$ cat config.mk
export PLATFORM = sky130hd
export DESIGN_NAME = one_pole_lowpass_tau_ramp_unit_flat
export DESIGN_NICKNAME = d
export VERILOG_FILES = /design/src/rtl/core/opl_pkg.sv /design/src/rtl/core/opl_if.sv /design/src/rtl/core/opl_mul.sv /design/src/rtl/core/opl_div.sv /design/src/rtl/core/one_pole_lowpass_tau_ramp_unit.sv /design/src/flat_wrapper.sv
export SDC_FILE = /design/constraint.sdc
export NUM_CORES = 2
export LEC_CHECK = 0
export ABC_AREA = 1
export CORE_MARGIN = 4
export CORE_UTILIZATION = 50
export CTS_CLUSTER_DIAMETER = 30
export CTS_CLUSTER_SIZE = 40
export DETAILED_ROUTE_END_ITERATION = 6
export DONT_BUFFER_PORTS = 1
export HOLD_SLACK_MARGIN = 0.02
export SLEW_MARGIN = 20
export SYNTH_ARGS = -nofsm -noshare
export SYNTH_HDL_FRONTEND = slang
export SYNTH_SLANG_ARGS = --single-unit
$ cat constraint.sdc
create_clock -name i_clk -period 9.75 [get_ports i_clk]
set_clock_uncertainty 0.15 [all_clocks]
set_input_delay 1.95 -clock i_clk [delete_from_list [all_inputs] [get_ports i_clk]]
set_output_delay 1.95 -clock i_clk [all_outputs]
set_load 0.01 [all_outputs]
$ cat src/rtl/core/opl_pkg.sv
// shared types and constants for the one-pole lowpass with ramped time constant
package opl_pkg;

    localparam int unsigned SMP_W    = 24;
    localparam int unsigned TAUT_W   = 21;
    localparam int unsigned CMD_W    = 2;
    localparam int unsigned ADDR_W   = 3;
    localparam int unsigned DIV_W    = 40;
    localparam int unsigned DVS_W    = 32;
    localparam int unsigned SER_TERMS = 12;
    localparam int unsigned EXP_LIMIT = 24;

    localparam logic [CMD_W-1:0] CMD_SAMPLE = 2'd0;
    localparam logic [CMD_W-1:0] CMD_TICK   = 2'd1;
    localparam logic [CMD_W-1:0] CMD_SET    = 2'd2;
    localparam logic [CMD_W-1:0] CMD_NONE   = 2'd3;

    // word select bit of paddr: 0 sample_period, 1 ramp_ticks
    localparam logic REG_SAMPLE_PERIOD = 1'b0;
    localparam logic REG_RAMP_TICKS    = 1'b1;

    localparam logic [31:0] SAMPLE_PERIOD_RST = 32'd97391548;
    localparam logic [15:0] RAMP_TICKS_RST    = 16'd1;
    localparam logic [30:0] Q30_ONE           = 31'h4000_0000;
    localparam logic [24:0] Q24_ONE           = 25'h100_0000;

    typedef enum logic [4:0] {
        ST_IDLE,
        ST_SMP_A,
        ST_SMP_B,
        ST_SMP_C,
        ST_SMP_D,
        ST_SET,
        ST_SET_DIV,
        ST_TICK,
        ST_CO_CHK,
        ST_CO_RDIV,
        ST_CO_N,
        ST_SER_MUL,
        ST_SER_MULW,
        ST_SER_DIV,
        ST_POW,
        ST_POW_W,
        ST_FIN
    } t_state;

endpackage

$ cat src/rtl/core/opl_if.sv
// valid/ready channel interfaces for input and result beats
interface opl_in_if import opl_pkg::*; ();
    logic                     valid;
    logic                     ready;
    logic [CMD_W-1:0]         cmd;
    logic signed [SMP_W-1:0]  sample_in;
    logic signed [TAUT_W-1:0] tau_target;

    modport source (output valid, cmd, sample_in, tau_target, input ready);
    modport sink   (input valid, cmd, sample_in, tau_target, output ready);
endinterface

interface opl_out_if import opl_pkg::*; ();
    logic                    valid;
    logic                    ready;
    logic signed [SMP_W-1:0] sample_out;

    modport source (output valid, sample_out, input ready);
    modport sink   (input valid, sample_out, output ready);
endinterface

$ cat src/rtl/core/opl_mul.sv
// registered signed 32x32 multiplier shared by the filter and the exponential
module opl_mul (
    input  logic               i_clk,
    input  logic signed [31:0] i_a,
    input  logic signed [31:0] i_b,
    output logic signed [63:0] o_prod
);
    logic signed [63:0] r_prod;

    always_ff @(posedge i_clk) begin
        r_prod <= i_a * i_b;
    end

    assign o_prod = r_prod;
endmodule

$ cat src/rtl/core/opl_div.sv
// bit-serial restoring divider, one quotient bit per cycle
module opl_div import opl_pkg::*; (
    input  logic              i_clk,
    input  logic              i_rst_n,
    input  logic              i_start,
    input  logic [DIV_W-1:0]  i_dvd,
    input  logic [DVS_W-1:0]  i_dvs,
    output logic              o_busy,
    output logic              o_done,
    output logic [DIV_W-1:0]  o_quo
);
    localparam int unsigned CNT_W = $clog2(DIV_W);

    logic             r_busy, n_busy;
    logic             r_done, n_done;
    logic [CNT_W-1:0] r_cnt, n_cnt;
    logic [DVS_W-1:0] r_rem, n_rem;
    logic [DIV_W-1:0] r_quo, n_quo;
    logic [DVS_W-1:0] r_dvs, n_dvs;
    logic [DVS_W:0]   shifted;
    logic             ge;

    always_comb begin
        shifted = {r_rem, r_quo[DIV_W-1]};
        ge      = shifted >= {1'b0, r_dvs};
        n_busy  = r_busy;
        n_done  = 1'b0;
        n_cnt   = r_cnt;
        n_rem   = r_rem;
        n_quo   = r_quo;
        n_dvs   = r_dvs;
        if (i_start) begin
            n_busy = 1'b1;
            n_cnt  = '0;
            n_rem  = '0;
            n_quo  = i_dvd;
            n_dvs  = i_dvs;
        end else if (r_busy) begin
            n_rem = ge ? DVS_W'(shifted - {1'b0, r_dvs}) : shifted[DVS_W-1:0];
            n_quo = {r_quo[DIV_W-2:0], ge};
            n_cnt = r_cnt + 1'b1;
            if (r_cnt == CNT_W'(DIV_W - 1)) begin
                n_busy = 1'b0;
                n_done = 1'b1;
            end
        end
    end

    always_ff @(posedge i_clk) begin
        if (!i_rst_n) begin
            r_busy <= 1'b0;
            r_done <= 1'b0;
            r_cnt  <= '0;
        end else begin
            r_busy <= n_busy;
            r_done <= n_done;
            r_cnt  <= n_cnt;
        end
        r_rem <= n_rem;
        r_quo <= n_quo;
        r_dvs <= n_dvs;
    end

    assign o_busy = r_busy;
    assign o_done = r_done;
    assign o_quo  = r_quo;
endmodule

$ cat src/rtl/core/one_pole_lowpass_tau_ramp_unit.sv
// one-pole lowpass: a sample steps through ST_SMP_A to ST_SMP_D, a tick without update ends in ST_TICK
// a tick that recomputes coefficients also multiplies by exp(-1) n times (n = integer part of ratio)
// set uses the serial divider, and a tick the series: 24 terms of multiply and divide
// one beat at a time; input ready only while idle, a result waits in the output register
// synchronous active-low reset: unity gain passthrough, zero time constant, one ramp tick
module one_pole_lowpass_tau_ramp_unit import opl_pkg::*; (
    input  logic              i_clk,
    input  logic              i_rst_n,
    opl_in_if.sink            i_in,
    opl_out_if.source         o_out,
    input  logic              psel,
    input  logic              penable,
    input  logic              pwrite,
    input  logic [ADDR_W-1:0] paddr,
    input  logic [31:0]       pwdata,
    output logic [31:0]       prdata,
    output logic              pready
);
    t_state r_state, n_state;

    logic [31:0] r_sample_period;
    logic [15:0] r_ramp_ticks;

    logic signed [SMP_W-1:0]  r_x, n_x;
    logic signed [TAUT_W-1:0] r_taut, n_taut;

    logic signed [SMP_W-1:0] r_prev, n_prev;
    logic [23:0]             r_coef_fb, n_coef_fb;
    logic [24:0]             r_coef_in, n_coef_in;
    logic [31:0]             r_cur_tau, n_cur_tau;
    logic signed [32:0]      r_tau_step, n_tau_step;
    logic [19:0]             r_end_tau, n_end_tau;
    logic [15:0]             r_ramp_left, n_ramp_left;
    logic                    r_neg, n_neg;

    logic signed [49:0] r_acc, n_acc;
    logic [DIV_W-1:0]   r_ratio, n_ratio;
    logic [30:0]        r_f, n_f;
    logic [30:0]        r_term, n_term;
    logic signed [32:0] r_sum, n_sum;
    logic [3:0]         r_k, n_k;
    logic               r_pass, n_pass;
    logic [30:0]        r_e1, n_e1;
    logic [30:0]        r_pow, n_pow;
    logic [4:0]         r_cnt, n_cnt;

    logic                    r_out_valid, n_out_valid;
    logic signed [SMP_W-1:0] r_out, n_out;

    logic signed [31:0] mul_a, mul_b;
    logic signed [63:0] mul_p;
    logic               div_start;
    logic               div_done;
    logic               div_busy;
    logic [DIV_W-1:0]   div_dvd, div_quo;
    logic [DVS_W-1:0]   div_dvs;

    logic               in_acc;
    logic [19:0]        tau_clamp;
    logic [31:0]        target;
    logic signed [32:0] diff;
    logic [15:0]        ticks;
    logic signed [32:0] sum_next;
    logic signed [25:0] y_full;
    logic [25:0]        c_full;

    opl_mul u_mul (
        .i_clk  (i_clk),
        .i_a    (mul_a),
        .i_b    (mul_b),
        .o_prod (mul_p)
    );

    opl_div u_div (
        .i_clk   (i_clk),
        .i_rst_n (i_rst_n),
        .i_start (div_start),
        .i_dvd   (div_dvd),
        .i_dvs   (div_dvs),
        .o_busy  (div_busy),
        .o_done  (div_done),
        .o_quo   (div_quo)
    );

    assign i_in.ready  = (r_state == ST_IDLE);
    assign in_acc      = i_in.valid && i_in.ready;
    assign o_out.valid = r_out_valid;
    assign o_out.sample_out = r_out;

    // configuration port
    assign pready = 1'b1;
    always_comb begin
        case (paddr[2])
            REG_SAMPLE_PERIOD: prdata = r_sample_period;
            REG_RAMP_TICKS:    prdata = {16'd0, r_ramp_ticks};
            default:           prdata = '0;
        endcase
    end

    always_ff @(posedge i_clk) begin
        if (!i_rst_n) begin
            r_sample_period <= SAMPLE_PERIOD_RST;
            r_ramp_ticks    <= RAMP_TICKS_RST;
        end else if (psel && penable && pwrite) begin
            case (paddr[2])
                REG_SAMPLE_PERIOD: r_sample_period <= pwdata;
                REG_RAMP_TICKS:    r_ramp_ticks    <= pwdata[15:0];
                default:           r_ramp_ticks    <= r_ramp_ticks;
            endcase
        end
    end

    // shared helpers
    always_comb begin
        tau_clamp = r_taut[TAUT_W-1] ? 20'd0 : r_taut[19:0];
        target   = {tau_clamp, 12'd0};
        diff     = $signed({1'b0, target}) - $signed({1'b0, r_cur_tau});
        ticks    = (r_ramp_ticks == 16'd0) ? 16'd1 : r_ramp_ticks;
        sum_next = r_k[0] ? r_sum - $signed({2'b00, div_quo[30:0]})
                          : r_sum + $signed({2'b00, div_quo[30:0]});
        y_full   = r_acc[49:24];
        c_full   = 26'((32'({1'b0, r_pow}) + 32'd32) >> 6);
    end

    // next state
    always_comb begin
        n_state = r_state;
        case (r_state)
            ST_IDLE: begin
                if (in_acc) begin
                    case (i_in.cmd)
                        CMD_SAMPLE: n_state = ST_SMP_A;
                        CMD_TICK:   n_state = ST_TICK;
                        CMD_SET:    n_state = ST_SET;
                        default:    n_state = ST_IDLE;
                    endcase
                end
            end
            ST_SMP_A: n_state = ST_SMP_B;
            ST_SMP_B: n_state = ST_SMP_C;
            ST_SMP_C: n_state = ST_SMP_D;
            ST_SMP_D: begin
                if (!r_out_valid || o_out.ready) n_state = ST_IDLE;
            end
            ST_SET: n_state = (target == r_cur_tau) ? ST_IDLE : ST_SET_DIV;
            ST_SET_DIV: if (div_done) n_state = ST_IDLE;
            ST_TICK: n_state = (r_ramp_left == 16'd0) ? ST_IDLE : ST_CO_CHK;
            ST_CO_CHK: n_state = (r_cur_tau == 32'd0) ? ST_IDLE : ST_CO_RDIV;
            ST_CO_RDIV: if (div_done) n_state = ST_CO_N;
            ST_CO_N: n_state = (r_ratio[DIV_W-1:24] >= 16'(EXP_LIMIT)) ? ST_IDLE : ST_SER_MUL;
            ST_SER_MUL: n_state = ST_SER_MULW;
            ST_SER_MULW: n_state = ST_SER_DIV;
            ST_SER_DIV: begin
                if (div_done) begin
                    if (r_k == 4'(SER_TERMS) && r_pass) n_state = ST_POW;
                    else n_state = ST_SER_MUL;
                end
            end
            ST_POW: n_state = (r_cnt == 5'd0) ? ST_FIN : ST_POW_W;
            ST_POW_W: n_state = ST_POW;
            ST_FIN: n_state = ST_IDLE;
            default: n_state = ST_IDLE;
        endcase
    end

    // datapath and unit control
    always_comb begin
        n_x = r_x;  n_taut = r_taut;
        n_prev = r_prev;  n_coef_fb = r_coef_fb;  n_coef_in = r_coef_in;
        n_cur_tau = r_cur_tau;  n_tau_step = r_tau_step;  n_end_tau = r_end_tau;
        n_ramp_left = r_ramp_left;  n_neg = r_neg;
        n_acc = r_acc;  n_ratio = r_ratio;  n_f = r_f;  n_term = r_term;
        n_sum = r_sum;  n_k = r_k;  n_pass = r_pass;  n_e1 = r_e1;
        n_pow = r_pow;  n_cnt = r_cnt;
        n_out_valid = r_out_valid && !o_out.ready;
        n_out = r_out;
        mul_a = '0;  mul_b = '0;
        div_start = 1'b0;
        div_dvd = '0;  div_dvs = '0;
        case (r_state)
            ST_IDLE: begin
                if (in_acc) begin
                    n_x    = i_in.sample_in;
                    n_taut = i_in.tau_target;
                end
            end
            ST_SMP_A: begin
                mul_a = 32'(r_x);
                mul_b = $signed({7'd0, r_coef_in});
            end
            ST_SMP_B: begin
                mul_a = 32'(r_prev);
                mul_b = $signed({8'd0, r_coef_fb});
                n_acc = mul_p[49:0];
            end
            ST_SMP_C: n_acc = r_acc + mul_p[49:0] + 50'sd8388608;
            ST_SMP_D: begin
                if (!r_out_valid || o_out.ready) begin
                    if (y_full > 26'sd8388607)       n_out = 24'sh7FFFFF;
                    else if (y_full < -26'sd8388608) n_out = 24'sh800000;
                    else                             n_out = y_full[23:0];
                    n_prev      = n_out;
                    n_out_valid = 1'b1;
                end
            end
            ST_SET: begin
                if (target != r_cur_tau) begin
                    n_end_tau   = tau_clamp;
                    n_ramp_left = ticks;
                    n_neg       = diff[32];
                    div_start   = 1'b1;
                    div_dvd = DIV_W'(diff[32] ? -diff : diff);
                    div_dvs = DVS_W'(ticks);
                end
            end
            ST_SET_DIV: begin
                if (div_done)
                    n_tau_step = r_neg ? -$signed(div_quo[32:0]) : $signed(div_quo[32:0]);
            end
            ST_TICK: begin
                if (r_ramp_left == 16'd1) begin
                    n_cur_tau   = {r_end_tau, 12'd0};
                    n_ramp_left = 16'd0;
                end else if (r_ramp_left != 16'd0) begin
                    n_ramp_left = r_ramp_left - 16'd1;
                    n_cur_tau   = r_cur_tau + r_tau_step[31:0];
                end
            end
            ST_CO_CHK: begin
                if (r_cur_tau == 32'd0) begin
                    n_coef_fb = '0;
                    n_coef_in = Q24_ONE;
                end else begin
                    div_start = 1'b1;
                    div_dvd = {r_sample_period, 8'd0};
                    div_dvs = r_cur_tau;
                end
            end
            ST_CO_RDIV: if (div_done) n_ratio = div_quo;
            ST_CO_N: begin
                if (r_ratio[DIV_W-1:24] >= 16'(EXP_LIMIT)) begin
                    n_coef_fb = '0;
                    n_coef_in = Q24_ONE;
                end
                // first pass builds exp(-1), second pass exp(-f)
                n_f    = Q30_ONE;
                n_term = Q30_ONE;
                n_sum  = $signed({2'b00, Q30_ONE});
                n_k    = 4'd1;
                n_pass = 1'b0;
                n_cnt  = r_ratio[28:24];
            end
            ST_SER_MUL: begin
                mul_a = $signed({1'b0, r_term});
                mul_b = $signed({1'b0, r_f});
            end
            ST_SER_MULW: begin
                div_start = 1'b1;
                div_dvd = DIV_W'(mul_p[60:30]);
                div_dvs = DVS_W'(r_k);
            end
            ST_SER_DIV: begin
                if (div_done) begin
                    n_term = div_quo[30:0];
                    n_sum  = sum_next;
                    n_k    = r_k + 4'd1;
                    if (r_k == 4'(SER_TERMS)) begin
                        if (!r_pass) begin
                            n_e1   = sum_next[32] ? 31'd0 : sum_next[30:0];
                            n_f    = {r_ratio[23:0], 7'd0} >> 1;
                            n_term = Q30_ONE;
                            n_sum  = $signed({2'b00, Q30_ONE});
                            n_k    = 4'd1;
                            n_pass = 1'b1;
                        end else begin
                            n_pow = sum_next[32] ? 31'd0 : sum_next[30:0];
                        end
                    end
                end
            end
            ST_POW: begin
                mul_a = $signed({1'b0, r_pow});
                mul_b = $signed({1'b0, r_e1});
            end
            ST_POW_W: begin
                n_pow = mul_p[60:30];
                n_cnt = r_cnt - 5'd1;
            end
            ST_FIN: begin
                n_coef_fb = (c_full > 26'hFF_FFFF) ? 24'hFF_FFFF : c_full[23:0];
                n_coef_in = Q24_ONE - {1'b0, n_coef_fb};
            end
            default: n_acc = r_acc;
        endcase
    end

    always_ff @(posedge i_clk) begin
        if (!i_rst_n) begin
            r_state     <= ST_IDLE;
            r_prev      <= '0;
            r_coef_fb   <= '0;
            r_coef_in   <= Q24_ONE;
            r_cur_tau   <= '0;
            r_tau_step  <= '0;
            r_end_tau   <= '0;
            r_ramp_left <= 16'd1;
            r_out_valid <= 1'b0;
        end else begin
            r_state     <= n_state;
            r_prev      <= n_prev;
            r_coef_fb   <= n_coef_fb;
            r_coef_in   <= n_coef_in;
            r_cur_tau   <= n_cur_tau;
            r_tau_step  <= n_tau_step;
            r_end_tau   <= n_end_tau;
            r_ramp_left <= n_ramp_left;
            r_out_valid <= n_out_valid;
        end
        r_x     <= n_x;
        r_taut  <= n_taut;
        r_neg   <= n_neg;
        r_acc   <= n_acc;
        r_ratio <= n_ratio;
        r_f     <= n_f;
        r_term  <= n_term;
        r_sum   <= n_sum;
        r_k     <= n_k;
        r_pass  <= n_pass;
        r_e1    <= n_e1;
        r_pow   <= n_pow;
        r_cnt   <= n_cnt;
        r_out   <= n_out;
    end

    // the two coefficients always give unity dc gain
    a_coef_sum: assert property (@(posedge i_clk) disable iff (!i_rst_n)
        ({1'b0, r_coef_fb} + r_coef_in) == Q24_ONE)
        else $error("coefficients do not sum to one");

    a_div_idle: assert property (@(posedge i_clk) disable iff (!i_rst_n)
        div_start |-> !div_busy)
        else $error("divider started while busy");

    a_ready_idle: assert property (@(posedge i_clk) disable iff (!i_rst_n)
        in_acc |=> r_state != ST_IDLE || $past(i_in.cmd) == CMD_NONE)
        else $error("accepted beat did not start work");

    a_out_hold: assert property (@(posedge i_clk) disable iff (!i_rst_n)
        (r_out_valid && !o_out.ready) |=> r_out_valid && $stable(r_out))
        else $error("pending result lost");
endmodule
$ cat src/flat_wrapper.sv
// flat-port wrapper written by rule: the top's interface ports become plain ports
module one_pole_lowpass_tau_ramp_unit_flat import opl_pkg::*;
  (i_clk, i_rst_n, psel, penable, pwrite, paddr, pwdata, prdata, pready, i_in_valid, i_in_cmd, i_in_sample_in, i_in_tau_target, i_in_ready, o_out_valid, o_out_sample_out, o_out_ready);
  opl_in_if i_in_i ();
  opl_out_if o_out_i ();
  input  logic i_clk;
  input  logic i_rst_n;
  input  logic psel;
  input  logic penable;
  input  logic pwrite;
  input  logic [ADDR_W-1:0] paddr;
  input  logic [31:0] pwdata;
  output logic [31:0] prdata;
  output logic pready;
  input wire logic [$bits(i_in_i.valid)-1:0] i_in_valid;
  input wire logic [$bits(i_in_i.cmd)-1:0] i_in_cmd;
  input wire logic [$bits(i_in_i.sample_in)-1:0] i_in_sample_in;
  input wire logic [$bits(i_in_i.tau_target)-1:0] i_in_tau_target;
  output wire logic [$bits(i_in_i.ready)-1:0] i_in_ready;
  output wire logic [$bits(o_out_i.valid)-1:0] o_out_valid;
  output wire logic [$bits(o_out_i.sample_out)-1:0] o_out_sample_out;
  input wire logic [$bits(o_out_i.ready)-1:0] o_out_ready;
  assign i_in_i.valid = i_in_valid;
  assign i_in_i.cmd = i_in_cmd;
  assign i_in_i.sample_in = i_in_sample_in;
  assign i_in_i.tau_target = i_in_tau_target;
  assign i_in_ready = i_in_i.ready;
  assign o_out_valid = o_out_i.valid;
  assign o_out_sample_out = o_out_i.sample_out;
  assign o_out_i.ready = o_out_ready;
  one_pole_lowpass_tau_ramp_unit u_core (.i_clk(i_clk), .i_rst_n(i_rst_n), .i_in(i_in_i), .o_out(o_out_i), .psel(psel), .penable(penable), .pwrite(pwrite), .paddr(paddr), .pwdata(pwdata), .prdata(prdata), .pready(pready));
endmodule
## Word-level counts from Yosys, hierarchy flattened

Index checks and enable logic that the tools add are counted.

- Bits in registers: 727

- $lt $le $gt $ge: 5
- Reductions and logical operators: 41
- Bitwise operators: 4
- Equality and inequality tests: 35
- $mul: 1
- Mux-type cells: 80
- Add/subtract/negate cells: 15

Operators by type and width:

| cell | count |
|---|---|
| 31-bit 2-to-1 mux | 10 |
| 40-bit 2-to-1 mux | 5 |
| 31-bit case mux with 2 select lines | 3 |
| 32-bit 2-to-1 mux | 5 |
| 33-bit 2-to-1 mux | 4 |
| 32-bit case mux with 4 select lines | 1 |
| 31-bit case mux with 4 select lines | 1 |
| 24-bit 2-to-1 mux | 5 |
| 40-bit case mux with 3 select lines | 1 |
| 50-bit case mux with 2 select lines | 1 |
| 32-bit case mux with 3 select lines | 1 |
| 16-bit 2-to-1 mux | 5 |
| 5-bit case mux with 16 select lines | 1 |
| 25-bit case mux with 3 select lines | 1 |
| 24-bit case mux with 3 select lines | 1 |
| 33-bit case mux with 2 select lines | 1 |
| 32-bit case mux with 2 select lines | 1 |
| 32-bit by 32-bit multiplier with 61-bit output | 1 |
| 26-bit by 24-bit > comparator with 1-bit output (second input constant) | 2 |
| 50-bit by 24-bit adder with 50-bit output (second input constant) | 1 |
| 50-bit adder | 1 |
| 25-bit 2-to-1 mux | 2 |
| 5-bit by 4-bit == test with 1-bit output (second input constant) | 8 |
| 33-bit negation with 40-bit output | 1 |
| other kinds (57) | 118 |

## Depth between registers and ports, before layout

- Word-level depth: 7
- Depth in mapped cells: 45
- Mapped depth without buffers: 41

## Cells and area by module

Synthesis repeated with hierarchy kept, for this count alone.

- Cell total of the unflattened synthesis: 10936
- Area total of the unflattened synthesis: 82514.1 um^2

By module, submodules not included:

| module | area an instance (um^2) | cells each | times used | sequential area each (um^2) |
|---|---|---|---|---|
| opl_mul | 39865.7 | 5059 | 1 | 1281.2 |
| one_pole_lowpass_tau_ramp_unit | 35386.4 | 4846 | 1 | 14163.6 |
| opl_div | 7262.0 | 1031 | 1 | 2962.8 |

## Worst setup path before layout

Ideal clock, no wire load.

- Kind: flip-flop to flip-flop
- From: reg u_core.r_state[0]
- To: reg u_core.u_mul.r_prod[60], in the netlist u_core.u_mul.o_prod[60]
- Stages on the path, launching flop included: 38
- Required time: 9484 ps
- Clock period less this slack: 8568 ps
- Setup time: 116 ps
- Data arrival time: 8302 ps
- Buffers on the path: 4
- Path slack: 1182 ps
- Path through: dfxtp_1 buf_2 nand2_1 inv_1 nand2_1 inv_1 clkbuf_1 clkbuf_1 a22oi_1 inv_1 nor2_1 inv_1 clkbuf_1 nand2_1 fa_1 inv_1 fa_1 inv_1 (+2 left out) fa_1 inv_1 fa_1 inv_1 fa_1 inv_1 fa_1 inv_1 fa_1 ha_1 nand2_1 nor3_1 inv_1 nor2_1 a2111oi_0 o21ai_0 o21ai_0 nand2_1

- Longest elaborated chain between the ends: 3
- Elaborated cells between the ends (all ways): 7
- Classes of those cells: mul (1); eq/ne (4); mux (2)

Ends and longest elaborated chain:

| element | line | RTL |
|---|---|---|
| start: declaration | one_pole_lowpass_tau_ramp_unit.sv:19 | `t_state r_state, n_state;` |
| start signal: assignment | one_pole_lowpass_tau_ramp_unit.sv:309 | `r_state <= n_state;` |
| 5-bit by 4-bit == test with 1-bit output, or another cell as far along | one_pole_lowpass_tau_ramp_unit.sv:180 | `case (r_state)` |
| 32-bit case mux with 4 select lines or 31-bit case mux with 4 select lines (tied branches) | one_pole_lowpass_tau_ramp_unit.sv:180 |  |
| 32-bit by 32-bit multiplier with 61-bit output (*) | opl_mul.sv:11 | `r_prod <= i_a * i_b;` |
| end signal: assignment | opl_mul.sv:11 |  |
| end: declaration | opl_mul.sv:8 | `logic signed [63:0] r_prod;` |

Every way passes the cells marked *; elsewhere a longest branch is shown, timed or not.
A chain may end at the register's enable or synchronous reset.

## Worst setup path after layout

- From: reg u_core.r_state[0]
- To: reg u_core.u_mul.r_prod[49], in the netlist u_core.u_mul.o_prod[49]

The elaborated chain is that of the path after synthesis.

==> results.json <==
{
  "finalSetupTns_ns": 0,
  "core_area_mm2": 0.1519,
  "yosys_warnings": 0,
  "max_slew_margin_pct": 23.28,
  "grt_use_total_pct": 34.14,
  "clock_path_buffers": 3,
  "cts_buffers": 132,
  "synth_area_leaders": "fa_1 27%, edfxtp_1 15%, inv_1 8.7%, dfxtp_1 8.6%, nand2_1 7.8%",
  "rr_worst_depth": 34,
  "pwr-share-seq_pct": 30.1,
  "crit_fanout": 40,
  "post-route-period-util_pct": 96.89,
  "dpl.cell_count": 11504,
  "area_growth_syn_to_layout_pct": 11.08,
  "synth_area_mm2": 0.07643,
  "hold_depth": 0,
  "yosysTopAreaCellShare_pct": 26.82,
  "netSwitchingFraction_pct": 40.95,
  "p_int_mw": 7.751,
  "cp.arrival_ns": 9.93,
  "synth_edf_count": 393,
  "dp_hpwl_um": 223600,
  "fmaxAchievable_mhz": 105.9,
  "grt_max_degree": 107,
  "syn_avg_cell_area_um2": 8.057,
  "synthCells": 9486,
  "first_global_vias": 66045,
  "io-pin-count": 148,
  "finalHoldViolCount": 0,
  "fin_cells": 11757,
  "fillers": 14387,
  "p_leak_nw": 40.04,
  "insertion_delay_ns": 0.76,
  "dieWidth_um": 399.0,
  "wl_um": 268100,
  "initial_core_util_pct": 50.31,
  "cts_tree": "built",
  "rows": 143,
  "crit_required_ns": 10.23,
  "yosysTopAreaCell": "fa_1",
  "drc": 0,
  "synth_seq_cells": 720,
  "layout-drive-gt1-share_pct": 7.139,
  "viasPerCell": 5.515,
  "cellPowerDensity_mw_per_mm2": 154.6,
  "peakVddDrop_mv": 0.1893,
  "crit_type": "reg2reg",
  "wl_per_cell_um": 22.81,
  "drtAntennaViolNets": 0,
  "die_h_um": 399.0,
  "cts.htree.levels": 4,
  "max_slew.worst_pin.slew_ns": 1.139,
  "critPathMostFrequentCell": "fa_1",
  "worstSetupStartpointType": "register",
  "switchingPower_mw": 5.375,
  "postSynth.asyncResetShare_pct": 0,
  "clkTransAtPathRegs_ns": 0.05,
  "status": "finished clean",
  "maxCapViolCount": 0,
  "slowest_stage": "fa_1",
  "fin_nets": 11128,
  "clock_sinks": 720,
  "antenna_found_initial": 14,
  "setup_viol": 0,
  "num_vias": 64837,
  "critical-path-max-stage-delay_ns": 0.59,
  "end_kind": "register",
  "yosysSeqAreaShare_pct": 24.01,
  "drt_pre_antenna_iters": 5,
  "synthFlopType": "edfxtp_1",
  "slew_viol_final": 0,
  "root_buffer": "clkbuf_16",
  "ys_types": 66,
  "place.gp.congestion": 0.9887,
  "hold_class": "reg2reg",
  "pwr-share-clk_pct": 34.4,
  "rsz0062_at_grt": "yes",
  "grt_pass1_wl_um": 407900,
  "grt_overflow": 0,
  "cts_hold_buf": 0,
  "finalCriticalPeriod_ns": 9.447,
  "port_buffers": 0,
  "drt_iter0_markers": 5199,
  "die_area_mm2": 0.1592,
  "p_comb_share_pct": 35.5
}
registers in the layout, indices dropped and copies added, names as in the netlist, 20 cells and up:
name / cells
u_core.r_x: 24
u_core.r_ratio: 40
u_core.r_taut: 21
u_core.r_sample_period: 32
u_core.r_tau_step: 32
u_core.u_div.r_dvs: 32
u_core.r_end_tau: 20
u_core.u_mul.o_prod: 61
u_core.r_acc: 50
u_core.r_e1: 31
u_core.o_out.sample_out: 24
u_core.r_pow: 31
u_core.u_div.o_quo: 40
u_core.r_term: 31
u_core.r_coef_fb: 23
u_core.u_div.r_rem: 32
u_core.r_sum: 33
u_core.r_f: 25
u_core.r_cur_tau: 32
u_core.r_coef_in: 25
u_core.r_prev: 24
layout make-up:
| class | count | area, um^2 | share of cell area (%) |
|---|---|---|---|
| well taps | 2030 | 2540 | 2.992 |
| repair buffers | 317 | 2537 | 2.989 |
| multi-input cells | 6637 | 50260 | 59.20 |
| diodes | 6 | 15.01 | 0.01769 |
| flip-flops and latches | 720 | 18350 | 21.61 |
| inverters | 1802 | 6779 | 7.985 |
| clock buffers | 156 | 3517 | 4.143 |
| clock inverters | 89 | 903.4 | 1.064 |
worst max-delay path, delay by kind of cell (launching register included):
kind,cells,cell delay (ns)
buf+inv,11,1.67
simple gates,7,0.84
fa+ha+maj,9,4.44
compound gates,6,1.48
xor+xnor,1,0.21
flops,1,0.49
power by group through the flow:
| stage | sequential (mW) | combinational, mW | clock [mW] |
|---|---|---|---|
| floorplan | 3.86 | 2.90 | 0 |
| global placement | 4.00 | 4.56 | 0 |
| detailed placement | 4.00 | 4.57 | 0 |
| CTS | 3.95 | 4.60 | 4.58 |
| global route | 3.98 | 5.10 | 4.74 |
| finish | 3.95 | 4.65 | 4.52 |
repair_timing:
action                     CTS  global route
buffers inserted             0             2
gates resized for setup      0            23
setup endpoints to repair    0            18
synthesized netlist by cell type, types with 21 or more instances:
cell      instances
o211ai_1         34
or2_2            24
clkbuf_1        290
o21ai_0         509
nand4_1          78
a31oi_1          50
xor2_1          155
nand2_1        1590
inv_1          1767
nor4_1           29
nor3_1           72
clkinv_1         27
a22oi_1          29
buf_2            21
edfxtp_1        393
xnor2_1          81
ha_1            405
dfxtp_1         327
a22o_1           43
nand3_1         282
nor2_1         1396
a21oi_1         573
fa_1           1024
a21o_1           49
cell families after synthesis:
| logic type | count (synthesis) | share of synthesized area, % |
|---|---|---|
| adders and majority gates | 1429 | 33.45 |
| DFF | 720 | 24.01 |
| xor gates and xnor gates | 236 | 2.705 |
| and+or+nand+nor | 3548 | 18.82 |
| other | 2 | 0.009827 |
| AOI/OAI and AO/OA | 1416 | 10.41 |
| buffers and inverters | 2135 | 10.60 |
stage by stage:
stage / util (%) / power (mW) / hold slack [ns] / setup WS, ns / cell area (um^2)
after global routing: 55.88 / 13.81 / 0.2939 / -0.02904 / 84890
after detailed placement: 52.91 / 8.575 / 0.2871 / 0.1581 / 80370
after global placement: 52.91 / 8.558 / 0.2817 / 0.1317 / 80370
after CTS: 55.82 / 13.13 / 0.2949 / 0.1085 / 84790
after floorplan: - / 6.766 / 0.2744 / 1.182 / 76450
final: 55.89 / 13.13 / 0.2952 / 0.3033 / 84900
routing by layer:
layer | GRT usage [%] | wire, um | vias to the layer above
li1 | - | - | 29969
met4 | 18.73 | 17320 | 6
met2 | 56.91 | 127600 | 2399
met5 | 0 | 38 | -
met1 | 43.02 | 106300 | 31866
met3 | 4.646 | 16860 | 597
layout by cell type, fill, tap and decap left out, types with 12 or more instances in the layout:
| cell | count |
|---|---|
| nor2_1 | 1351 |
| o22ai_1 | 18 |
| nand2_2 | 12 |
| o211ai_1 | 34 |
| buf_12 | 12 |
| a31oi_1 | 49 |
| buf_4 | 303 |
| nor4_1 | 28 |
| ha_1 | 405 |
| xor2_1 | 155 |
| clkbuf_16 | 135 |
| a22oi_1 | 25 |
| clkinv_2 | 15 |
| nor3_1 | 71 |
| clkinv_1 | 34 |
| fa_1 | 1024 |
| nor2_4 | 19 |
| o21ai_0 | 504 |
| o21ai_1 | 13 |
| a21oi_1 | 567 |
| o21a_1 | 14 |
| inv_1 | 1762 |
| nand3_1 | 282 |
| clkinvlp_4 | 16 |
| xnor2_1 | 81 |
| inv_6 | 19 |
| edfxtp_1 | 393 |
| nor2_2 | 56 |
| nand4_1 | 78 |
| nand2_1 | 1589 |
| a21o_1 | 49 |
| dfxtp_1 | 327 |
| or2_2 | 24 |
| o21bai_1 | 20 |
| a22o_1 | 43 |
| clkbuf_1 | 15 |
path summary, 6_finish.rpt:
check | startpoint | endpoint | slack (ns)
max | u_core.r_state[0] | u_core.u_mul.o_prod[49] | 0.30
min reg2reg | u_core.u_div.o_quo[37] | u_core.r_ratio[37] | 0.30
min | u_core.u_div.o_quo[37] | u_core.r_ratio[37] | 0.30
max reg2reg | u_core.r_state[0] | u_core.u_mul.o_prod[49] | 0.30
Note: power is estimated with default switching activity, not from simulation.
